[src/rtl/lsp_pkg.sv]
package lsp_pkg;

    localparam int DIST_W  = 16;
    localparam int WORD_W  = 16;
    localparam int CNT_W   = 2;
    localparam int TDATA_W = 24;
    localparam int Q6_W    = 15;

    // Configuration register indexes
    localparam logic CFG_MODE      = 1'b0;
    localparam logic CFG_MAX_RANGE = 1'b1;

    // Mode codes (mode 3 behaves as idle)
    localparam logic [1:0] MODE_IDLE  = 2'd0;
    localparam logic [1:0] MODE_STD   = 2'd1;
    localparam logic [1:0] MODE_DENSE = 2'd2;

    localparam logic [15:0] MAX_RANGE_RST = 16'd12000;

    // Standard scan angle in fifths of a degree
    localparam logic [10:0] FIFTHS_STEP = 11'd18;
    localparam logic [10:0] FIFTHS_FULL = 11'd1800;
    // Dense start angle in steps of 0.1125 degree
    localparam logic [11:0] STEPS_FULL  = 12'd3200;

    localparam logic [5:0] SCAN_QUALITY = 6'd17;
    localparam logic [3:0] SYNC_HI      = 4'hA;
    localparam logic [3:0] SYNC_LO      = 4'h5;

    // Output word selector
    typedef logic [2:0] sel_t;
    localparam sel_t SEL_STD0  = 3'd0;
    localparam sel_t SEL_STD1  = 3'd1;
    localparam sel_t SEL_STD2  = 3'd2;
    localparam sel_t SEL_SYNC  = 3'd3;
    localparam sel_t SEL_ANGLE = 3'd4;
    localparam sel_t SEL_RANGE = 3'd5;

    typedef struct packed {
        logic take_std;   // latch sample, advance scan angle
        logic take_dense; // store sample, update checksum and slot
        logic emit;       // load output register
        sel_t sel;        // which word to load
        logic rd_first;   // read first buffered range
        logic rd_next;    // read following buffered range
        logic pkt_done;   // advance start angle, clear slot and checksum
    } cmd_t;

    typedef struct packed {
        logic [1:0] mode;
        logic       slot_last; // the next stored sample fills the packet
        logic       rd_last;   // the range being emitted is the final one
        logic       out_free;  // output register can take a word
    } sts_t;

    // floor(x / 5) for 17-bit x, by reciprocal multiply
    function automatic logic [Q6_W-1:0] div5(input logic [16:0] x);
        logic [36:0] prod;
        prod = {20'd0, x} * 37'd838861;
        return prod[22 +: Q6_W];
    endfunction

endpackage

[src/rtl/lsp_ram.sv]
module lsp_ram #(
    parameter int WIDTH = 16,
    parameter int DEPTH = 40
) (
    input  logic                     clk,
    input  logic                     we,
    input  logic [$clog2(DEPTH)-1:0] waddr,
    input  logic [WIDTH-1:0]         wdata,
    input  logic                     re,
    input  logic [$clog2(DEPTH)-1:0] raddr,
    output logic [WIDTH-1:0]         rdata
);

    logic [WIDTH-1:0] mem [DEPTH];
    logic [WIDTH-1:0] rdata_reg;

    always_ff @(posedge clk)
    begin
        if (we)
        begin
            mem[waddr] <= wdata;
        end
        if (re)
        begin
            rdata_reg <= mem[raddr];
        end
    end

    assign rdata = rdata_reg;

endmodule

[src/rtl/lsp_ctrl.sv]
module lsp_ctrl (
    input  logic          clk,
    input  logic          rst_n,
    input  logic          s_tvalid,
    output logic          s_tready,
    input  lsp_pkg::sts_t sts,
    output lsp_pkg::cmd_t cmd
);
    import lsp_pkg::*;

    localparam logic [2:0] S_IDLE  = 3'd0;
    localparam logic [2:0] S_STD0  = 3'd1;
    localparam logic [2:0] S_STD1  = 3'd2;
    localparam logic [2:0] S_STD2  = 3'd3;
    localparam logic [2:0] S_SYNC  = 3'd4;
    localparam logic [2:0] S_ANGLE = 3'd5;
    localparam logic [2:0] S_RANGE = 3'd6;

    logic [2:0] state_reg;
    logic [2:0] state_next;

    always_ff @(posedge clk or negedge rst_n)
    begin
        if (!rst_n)
        begin
            state_reg <= S_IDLE;
        end
        else
        begin
            state_reg <= state_next;
        end
    end

    assign s_tready = (state_reg == S_IDLE);

    always_comb
    begin
        state_next = state_reg;
        cmd        = '0;
        cmd.sel    = SEL_STD0;
        case (state_reg)
            S_IDLE:
            begin
                if (s_tvalid)
                begin
                    if (sts.mode == MODE_STD)
                    begin
                        cmd.take_std = 1'b1;
                        state_next   = S_STD0;
                    end
                    else if (sts.mode == MODE_DENSE)
                    begin
                        cmd.take_dense = 1'b1;
                        if (sts.slot_last)
                        begin
                            state_next = S_SYNC;
                        end
                    end
                end
            end
            S_STD0:
            begin
                cmd.sel = SEL_STD0;
                if (sts.out_free)
                begin
                    cmd.emit   = 1'b1;
                    state_next = S_STD1;
                end
            end
            S_STD1:
            begin
                cmd.sel = SEL_STD1;
                if (sts.out_free)
                begin
                    cmd.emit   = 1'b1;
                    state_next = S_STD2;
                end
            end
            S_STD2:
            begin
                cmd.sel = SEL_STD2;
                if (sts.out_free)
                begin
                    cmd.emit   = 1'b1;
                    state_next = S_IDLE;
                end
            end
            S_SYNC:
            begin
                cmd.sel = SEL_SYNC;
                if (sts.out_free)
                begin
                    cmd.emit     = 1'b1;
                    cmd.rd_first = 1'b1;
                    state_next   = S_ANGLE;
                end
            end
            S_ANGLE:
            begin
                cmd.sel = SEL_ANGLE;
                if (sts.out_free)
                begin
                    cmd.emit   = 1'b1;
                    state_next = S_RANGE;
                end
            end
            S_RANGE:
            begin
                cmd.sel = SEL_RANGE;
                if (sts.out_free)
                begin
                    cmd.emit = 1'b1;
                    if (sts.rd_last)
                    begin
                        cmd.pkt_done = 1'b1;
                        state_next   = S_IDLE;
                    end
                    else
                    begin
                        cmd.rd_next = 1'b1;
                    end
                end
            end
            default:
            begin
                state_next = S_IDLE;
            end
        endcase
    end

endmodule

[src/rtl/lsp_dp.sv]
module lsp_dp #(
    parameter int SAMPLES_PER_PACKET = 40
) (
    input  logic                          clk,
    input  logic                          rst_n,
    input  logic                          cfg_we,
    input  logic                          cfg_index,
    input  logic [15:0]                   cfg_data,
    input  logic [lsp_pkg::DIST_W-1:0]    distance_mm,
    input  logic                          out_take,
    input  lsp_pkg::cmd_t                 cmd,
    output lsp_pkg::sts_t                 sts,
    output logic                          out_valid,
    output logic [lsp_pkg::WORD_W-1:0]    out_word,
    output logic [lsp_pkg::CNT_W-1:0]     out_count,
    output logic                          out_last
);
    import lsp_pkg::*;

    localparam int AW = $clog2(SAMPLES_PER_PACKET);
    localparam int SW = $clog2(SAMPLES_PER_PACKET + 1);

    logic [1:0]        mode_reg;
    logic [15:0]       max_range_reg;
    logic [10:0]       fifths_reg, fifths_next;
    logic              start_reg;
    logic [11:0]       steps_reg, steps_next;
    logic [SW-1:0]     slot_reg, slot_next;
    logic [7:0]        xor_reg, xor_next;
    logic [15:0]       range_reg;
    logic [AW-1:0]     rd_idx_reg, rd_idx_next;
    logic              valid_reg, valid_next;
    logic [WORD_W-1:0] word_reg, word_next;
    logic [CNT_W-1:0]  cnt_reg, cnt_next;
    logic              last_reg, last_next;

    logic [15:0]       clamped;
    logic [11:0]       fifths_sum;
    logic [12:0]       steps_sum;
    logic [16:0]       dividend;
    logic [Q6_W-1:0]   q6;
    logic [15:0]       q2;
    logic [7:0]        cs;
    logic [15:0]       ram_rdata;
    logic [AW-1:0]     ram_raddr;
    logic              mode_wr;

    assign clamped    = (distance_mm > max_range_reg) ? 16'd0 : distance_mm;
    assign fifths_sum = {1'b0, fifths_reg} + {1'b0, FIFTHS_STEP};
    assign steps_sum  = {1'b0, steps_reg} + 13'(SAMPLES_PER_PACKET);
    assign mode_wr    = cfg_we && (cfg_index == CFG_MODE);

    // One shared divide-by-five for both angle encodings
    assign dividend = (mode_reg == MODE_DENSE)
                    ? ({5'd0, steps_reg} << 5) + ({5'd0, steps_reg} << 2) + 17'd2
                    : {fifths_reg, 6'd0};
    assign q6 = div5(dividend);
    assign q2 = (range_reg[15:14] != 2'b00) ? 16'hFFFF : {range_reg[13:0], 2'b00};
    assign cs = xor_reg ^ q6[7:0] ^ {1'b0, q6[14:8]};

    assign ram_raddr = cmd.rd_first ? '0 : rd_idx_reg + AW'(1);

    lsp_ram #(
        .WIDTH (16),
        .DEPTH (SAMPLES_PER_PACKET)
    ) u_store (
        .clk   (clk),
        .we    (cmd.take_dense),
        .waddr (slot_reg[AW-1:0]),
        .wdata (clamped),
        .re    (cmd.rd_first || cmd.rd_next),
        .raddr (ram_raddr),
        .rdata (ram_rdata)
    );

    always_comb
    begin
        fifths_next = fifths_reg;
        steps_next  = steps_reg;
        slot_next   = slot_reg;
        xor_next    = xor_reg;
        rd_idx_next = rd_idx_reg;
        if (cmd.take_std)
        begin
            fifths_next = (fifths_sum >= {1'b0, FIFTHS_FULL})
                        ? 11'(fifths_sum - {1'b0, FIFTHS_FULL}) : fifths_sum[10:0];
        end
        if (cmd.take_dense)
        begin
            slot_next = slot_reg + SW'(1);
            xor_next  = xor_reg ^ clamped[7:0] ^ clamped[15:8];
        end
        if (cmd.rd_first)
        begin
            rd_idx_next = '0;
        end
        else if (cmd.rd_next)
        begin
            rd_idx_next = rd_idx_reg + AW'(1);
        end
        if (cmd.pkt_done)
        begin
            steps_next = (steps_sum >= {1'b0, STEPS_FULL})
                       ? 12'(steps_sum - {1'b0, STEPS_FULL}) : steps_sum[11:0];
            slot_next  = '0;
            xor_next   = '0;
        end
        if (mode_wr)
        begin
            fifths_next = '0;
            steps_next  = '0;
            slot_next   = '0;
            xor_next    = '0;
        end
    end

    always_comb
    begin
        word_next = word_reg;
        cnt_next  = cnt_reg;
        last_next = last_reg;
        case (cmd.sel)
            SEL_STD0:
            begin
                word_next = {q6[6:0], 1'b1, SCAN_QUALITY, ~start_reg, start_reg};
                cnt_next  = 2'd2;
                last_next = 1'b0;
            end
            SEL_STD1:
            begin
                word_next = {q2[7:0], q6[14:7]};
                cnt_next  = 2'd2;
                last_next = 1'b0;
            end
            SEL_STD2:
            begin
                word_next = {8'd0, q2[15:8]};
                cnt_next  = 2'd1;
                last_next = 1'b1;
            end
            SEL_SYNC:
            begin
                word_next = {SYNC_LO, cs[7:4], SYNC_HI, cs[3:0]};
                cnt_next  = 2'd2;
                last_next = 1'b0;
            end
            SEL_ANGLE:
            begin
                word_next = {1'b0, q6};
                cnt_next  = 2'd2;
                last_next = 1'b0;
            end
            SEL_RANGE:
            begin
                word_next = ram_rdata;
                cnt_next  = 2'd2;
                last_next = (rd_idx_reg == AW'(SAMPLES_PER_PACKET - 1));
            end
            default:
            begin
                word_next = word_reg;
            end
        endcase
        if (cmd.emit)
        begin
            valid_next = 1'b1;
        end
        else if (out_take)
        begin
            valid_next = 1'b0;
        end
        else
        begin
            valid_next = valid_reg;
        end
    end

    always_ff @(posedge clk or negedge rst_n)
    begin
        if (!rst_n)
        begin
            mode_reg      <= MODE_IDLE;
            max_range_reg <= MAX_RANGE_RST;
            fifths_reg    <= '0;
            steps_reg     <= '0;
            slot_reg      <= '0;
            xor_reg       <= '0;
            rd_idx_reg    <= '0;
            valid_reg     <= 1'b0;
        end
        else
        begin
            if (mode_wr)
            begin
                mode_reg <= cfg_data[1:0];
            end
            if (cfg_we && (cfg_index == CFG_MAX_RANGE))
            begin
                max_range_reg <= cfg_data;
            end
            fifths_reg <= fifths_next;
            steps_reg  <= steps_next;
            slot_reg   <= slot_next;
            xor_reg    <= xor_next;
            rd_idx_reg <= rd_idx_next;
            valid_reg  <= valid_next;
        end
    end

    always_ff @(posedge clk)
    begin
        if (cmd.take_std)
        begin
            range_reg <= clamped;
            start_reg <= (fifths_sum >= {1'b0, FIFTHS_FULL});
        end
        if (cmd.emit)
        begin
            word_reg <= word_next;
            cnt_reg  <= cnt_next;
            last_reg <= last_next;
        end
    end

    assign sts.mode      = mode_reg;
    assign sts.slot_last = (slot_reg == SW'(SAMPLES_PER_PACKET - 1));
    assign sts.rd_last   = (rd_idx_reg == AW'(SAMPLES_PER_PACKET - 1));
    assign sts.out_free  = !valid_reg || out_take;

    assign out_valid = valid_reg;
    assign out_word  = word_reg;
    assign out_count = cnt_reg;
    assign out_last  = last_reg;

endmodule

[src/rtl/lidar_sample_packetizer.sv]
// Lidar sample packetizer: turns range samples into the sensor's serial stream.
// Slave stream (s_*): one range sample in millimetres per request.
// Master stream (m_*): one 16-bit little-endian word per request, with a byte
// count (1 or 2) and tlast on the final word of a record or packet.
// Config port: cfg_we/cfg_index/cfg_data, index 0 = mode (0 idle, 1 standard,
// 2 dense express), index 1 = maximum range. Writing mode clears all angles,
// the buffered-sample count and the checksum. Write only while the block idles.
// Idle mode: a sample is taken and dropped.
// Standard mode: a sample is taken, then three words follow one per cycle
// when the receiver keeps up.
// Dense mode: each sample is stored into the range buffer RAM; the sample that
// fills the buffer starts a packet of SAMPLES_PER_PACKET + 2 words at one word
// per cycle when the receiver keeps up. The buffer RAM's registered read port
// is fetched one word ahead of the output.
// No sample is accepted while words of a record or packet are still being
// produced; the sequencer walks one word at a time through the controller.
// A stalled receiver holds the output register; the sequencer waits on it
// without losing or repeating words. The next sample is accepted while the
// final word still waits in the output register.
// Reset: idle mode, maximum range 12000, angles and counts cleared.
module lidar_sample_packetizer #(
    parameter int SAMPLES_PER_PACKET = 40
) (
    input  logic                          clk,
    input  logic                          rst_n,
    input  logic                          cfg_we,
    input  logic                          cfg_index,
    input  logic [15:0]                   cfg_data,
    input  logic                          s_tvalid,
    output logic                          s_tready,
    input  logic [lsp_pkg::DIST_W-1:0]    s_tdata,   // [15:0] distance_mm
    output logic                          m_tvalid,
    input  logic                          m_tready,
    output logic [lsp_pkg::TDATA_W-1:0]   m_tdata,   // [15:0] word, [17:16] byte_count
    output logic                          m_tlast
);
    import lsp_pkg::*;

    cmd_t              cmd;
    sts_t              sts;
    logic [WORD_W-1:0] out_word;
    logic [CNT_W-1:0]  out_count;

    // Sequencer: sample intake and word ordering
    lsp_ctrl u_ctrl (
        .clk      (clk),
        .rst_n    (rst_n),
        .s_tvalid (s_tvalid),
        .s_tready (s_tready),
        .sts      (sts),
        .cmd      (cmd)
    );

    // Angles, checksum, range buffer and the output register
    lsp_dp #(
        .SAMPLES_PER_PACKET (SAMPLES_PER_PACKET)
    ) u_dp (
        .clk         (clk),
        .rst_n       (rst_n),
        .cfg_we      (cfg_we),
        .cfg_index   (cfg_index),
        .cfg_data    (cfg_data),
        .distance_mm (s_tdata),
        .out_take    (m_tready),
        .cmd         (cmd),
        .sts         (sts),
        .out_valid   (m_tvalid),
        .out_word    (out_word),
        .out_count   (out_count),
        .out_last    (m_tlast)
    );

    // Pack word and byte count, pad to whole bytes
    assign m_tdata = {{(TDATA_W - WORD_W - CNT_W){1'b0}}, out_count, out_word};

endmodule
[config.mk]
export PLATFORM = sky130hd
export DESIGN_NAME = lidar_sample_packetizer
export DESIGN_NICKNAME = d
export VERILOG_FILES = /design/src/rtl/lsp_pkg.sv /design/src/rtl/lsp_ram.sv /design/src/rtl/lsp_ctrl.sv /design/src/rtl/lsp_dp.sv /design/src/rtl/lidar_sample_packetizer.sv
export SDC_FILE = /design/constraint.sdc
export NUM_CORES = 1
export LEC_CHECK = 0
export BUFFER_PORTS_ARGS = -buffer_cell sky130_fd_sc_hd__buf_2
export CAP_MARGIN = 10
export CELL_PAD_IN_SITES_DETAIL_PLACEMENT = 2
export CELL_PAD_IN_SITES_GLOBAL_PLACEMENT = 2
export CORE_MARGIN = 2
export CORE_UTILIZATION = 50
export DETAILED_ROUTE_END_ITERATION = 6
export MAX_ROUTING_LAYER = met4
export PLACE_DENSITY_LB_ADDON = 0.1
export SLEW_MARGIN = 20
export SYNTH_ARGS = -nofsm -noshare
export SYNTH_HDL_FRONTEND = slang
export SYNTH_HIERARCHICAL = 1
export SYNTH_SLANG_ARGS = --single-unit
[constraint.sdc]
create_clock -name clk -period 14.02 [get_ports clk]
set_input_delay 2.103 -clock clk [delete_from_list [all_inputs] [get_ports clk]]
set_output_delay 2.103 -clock clk [all_outputs]
set_load 0.02 [all_outputs]
==> flow_results.org <==
** Status
- The flow ran to the end, and the final reports show no timing, DRC or antenna violations.

** Yosys
- Netlist area before placement :: between 30,000 and 40,000 um^2
- Proportion of register bits with asynchronous set or reset after synthesis :: under 10%
- Synthesis inferred 753 register bits.
- For this run, the number of Yosys warnings is 6.
- Count of flip-flops with a built-in enable after synthesis :: 692
- Post-synthesis area per instance :: between 10 and 15 um^2
- Counting every instance in the synthesized netlist gives between 2,000 and 2,500.
- The synthesized netlist contains 87 unique library cells.
- Main synth FF type :: sky130_fd_sc_hd__edfxtp_1
- Fraction of the yosys area taken by sequential cells :: 61.0%

** Drt
- Detailed-route wire length per cell :: around 35 um
- Highest routed layer :: met4
- Vias :: about 23,000
- Met2 WL post-DR :: between 60,000 and 70,000 um
- Met3 WL post-DR :: roughly 6000 um
- DR DRC count :: 0
- Met1 Wirelength :: 48,600 um
- The detail route stage leaves a number of antenna-violating nets equal to 0.
- In the routed layout, each cell is associated on average with a via count of about 6.3.
- Number of search-and-repair iterations in the first detailed-routing pass :: 6
- Wires add up to 126,000 um.
- Initial drt markers :: around 2,100

** Critical path
- Among all stages on the critical path, the largest delay is contributed by sky130_fd_sc_hd__nor4_1.
- STA classifies the critical path startpoint as a flip-flop.
- Required time at the endpoint of the critical path :: 14.47 ns
- Type of the worst setup path :: flip-flop to flip-flop
- Critical Path AT :: 9.18 ns
- Along the worst path, the maximum fanout reaches 6.
- Largest stage delay, worst path :: 0.66 ns
- The worst setup path is captured at a flip-flop.

** Clock tree
- The clock drives between 700 and 800 sinks.
- Clk Latency, worst-skew pair :: roughly 0.67 ns
- Post-cts gate resize count :: 0
- Counting along the longest clock path gives a buffer depth of 3.
- Root Buffer :: sky130_fd_sc_hd__clkbuf_16
- TritonCTS buffer count :: between 80 and 90
- Clock-pin slew was measured on the worst setup and hold paths at about 0.070 ns.
- CTS tree :: yes
- For this design, the CTS-stage hold fixing added 0 buffers.
- H-tree depth :: 3
- Post-CTS timing repair inserted 0 buffers for setup.

** Final layout
- After the last flow step, the layout net total stands at about 2,900.
- After routing the design area is a little over 40,000 um^2.
- Largest register by flop count :: u_dp/u_store/mem
- Most frequent cells in the layout :: 692 x sky130_fd_sc_hd__edfxtp_1, 273 x sky130_fd_sc_hd__mux2i_1, 163 x sky130_fd_sc_hd__inv_1, 141 x sky130_fd_sc_hd__ha_1, 129 x sky130_fd_sc_hd__nor2_1
- Relative to the synthesized area, the layout overhead comes to 12.4%.
- The post-route netlist has between 10% and 20% of its cells at a drive strength greater than 1.
- The register with the most flip-flops in the layout has 640 of them.
- After the flow finishes, the layout carries non-filler instances totaling between 3,000 and 4,000.
- Leading cell type in the layout, fill and taps excluded :: sky130_fd_sc_hd__edfxtp_1

** STA
- RSZ-0062 raised after global routing :: false
- The count of final hold-check violations is 0.
- Achievable clock frequency :: approximately 110 MHz
- Worst slew pin tran :: 1.14 ns
- The worst path uses 62.3% of the clock period.
- The count of pins over their slew limit was 0.
- Setup total negative slack on the finished layout was measured at 0 ns.
- Worst slew margin relative to its limit :: about a quarter
- Setup violations remaining at the end of the flow were counted as 0.
- On the final layout, the worst hold slack is between 0.5 and 0.6 ns.
- The worst path in the final design needs a cycle of 8.73 ns, including I/O delays and setup.
- Clock skew on the completed layout was measured at just over 0.05 ns.

** Die
- Die outline height :: around 270 um
- Core region area :: 72,700 um^2
- For this design the top-level I/O count stands at 65.
- The initialized floorplan defines 99 standard-cell rows.
- The die covers between 70,000 and 80,000 um^2.
- Once the floorplan was initialized, standard cells occupied about half of the core.
- Measured along the x axis, the die boundary spans roughly 270 um.

** Place
- The wire-length estimate of the detail-placed layout is 75,900 um.
- Placed Cells :: around 3,500
- Global placement routability congestion :: 0.882
- Number of port buffers :: a little under 60
- Area post-placement :: around 38,000 um^2

** Power and ir drop
- In this run the power density over the cells is 195 nW/um^2.
- Seq pwr share :: roughly 34%
- Worst ir drop on vdd :: ~180 uV
- Cell internal power was estimated by the tool at about 5 mW.
- In this run the static leakage power is approximately 16 nW.
- Combinational group share of total power :: about 38%
- Per report_power, the clock group accounts for between 20% and 30% of the total.
- In this run switching power makes up 37.8% of total power.
- Switching power :: 3.03 mW

** Global routing
- The initial antenna violation count was 4.
- Total Routing Usage GR :: 33.7%
- The via count of the first global-routing pass is about 25,000.
- The first global-routing pass estimated about 180,000 um of wire.
- Entering global routing, the biggest net connects between 100 and 150 pins.
- After global routing the overflow that remains totals 0.

** Hold path
- Min-delay worst type :: flip-flop to flip-flop

** Run
- MaxCap Viol Count :: 0
-- final cells by class --
cell class | instances | area [um^2]
clock buffers | 104 | 2160
flip-flops and latches | 753 | 22300
repair buffers | 140 | 1200
fillers | 6364 | 31600
inverters | 165 | 619
clock inverters | 45 | 488
diodes | 4 | 10.0
well taps | 959 | 1200
multi-input cells | 1465 | 13100
-- final timing paths --
| kind | depth (start not counted) | to | slack [ns] | from |
|---|---|---|---|---|
| max in group asynchronous | 2 | u_dp/steps_reg[5]$_DFFE_PN0N_ | 11.70 | rst_n |
| worst min register to register | 1 | u_dp/max_range_reg[8]$_DFFE_PN0P_ | 0.51 | u_dp/max_range_reg[8]$_DFFE_PN0P_ |
| worst max-delay path | 29 | u_dp/out_word[12]$_DFFE_PP_ | 5.29 | u_dp/steps_reg[4]$_DFFE_PN0N_ |
| worst min-delay path | 1 | u_dp/max_range_reg[8]$_DFFE_PN0P_ | 0.51 | u_dp/max_range_reg[8]$_DFFE_PN0P_ |
| min in group asynchronous | 2 | u_ctrl/state_reg[1]$_DFFE_PN0P_ | 1.67 | rst_n |
| worst max register to register | 29 | u_dp/out_word[12]$_DFFE_PP_ | 5.29 | u_dp/steps_reg[4]$_DFFE_PN0N_ |
-- metal layers --
metal / track usage [%] / up-vias
met3: 4.57 / 253
met5: - / -
met4: 14.0 / 0
li1: - / 9636
met1: 39.1 / 12200
met2: 58.8 / 811
-- kinds of logic (layout without fill, tap and decap cells) --
group / Yosys count / after routing / synth area share [%]
other: 3 / 23 / 0.0308
xor gates and xnor gates: 77 / 77 / 1.99
AOI/OAI and AO/OA: 411 / 411 / 8.58
DFF: 753 / 753 / 61.0
muxes: 341 / 341 / 10.5
adders and majority gates: 212 / 212 / 8.71
buffers and inverters: 287 / 454 / 3.88
and+or+nand+nor: 405 / 405 / 5.26
-- critical path: cells and delay by family (launching register included) --
| family | cells | cell delay, ns |
|---|---|---|
| adders and majority gates | 8 | 3.25 |
| AOI/OAI and AO/OA | 10 | 2.71 |
| and+or+nand+nor | 6 | 1.53 |
| DFF | 1 | 0.45 |
| buffers and inverters | 4 | 0.42 |
| xor gates and xnor gates | 1 | 0.15 |
-- per-stage QoR --
stage | power, mW | util [%] | setup slack [ns]
floorplan | 4.73 | - | 6.52
global placement | 5.51 | 52.3 | 5.77
detailed placement | 5.67 | 52.3 | 5.38
CTS | 7.94 | 56.0 | 5.32
global route | 8.28 | 56.5 | 4.58
finish | 8.01 | 56.5 | 5.29
-- power groups by stage --
| stage | Sequential (mW) | Combinational, mW | Clock (mW) |
|---|---|---|---|
| floorplan | 2.78 | 1.95 | 0 |
| global placement | 2.78 | 2.73 | 0 |
| detailed placement | 2.79 | 2.89 | 0 |
| CTS | 2.74 | 2.96 | 2.24 |
| global route | 2.74 | 3.21 | 2.32 |
| finish | 2.74 | 3.04 | 2.23 |
-- Yosys cell counts, drive strengths merged, types with 15 or more instances --
cell type    n  share of area, %
nor2b       24              0.41
mux2i      273               7.5
a22o        33              0.79
mux2        36               1.1
nand3       28              0.38
xnor2       39              0.93
o22ai       22              0.38
a221oi      35               1.1
ha         141               4.8
dfrtp       54               3.7
a21oi       84               1.2
a21o        15              0.31
nor2       135               1.4
nand2      106               1.1
clkbuf      47              0.48
o41ai       16              0.71
xor2        34              0.81
a22oi       72               1.5
or3         18              0.31
buf         74               1.7
fa          71               3.9
edfxtp     692                57
inv        163               1.7
o21ai       50              0.68
nor3        24              0.34
mux4        32               2.0
No activity file was read; power rests on OpenSTA's default activity.
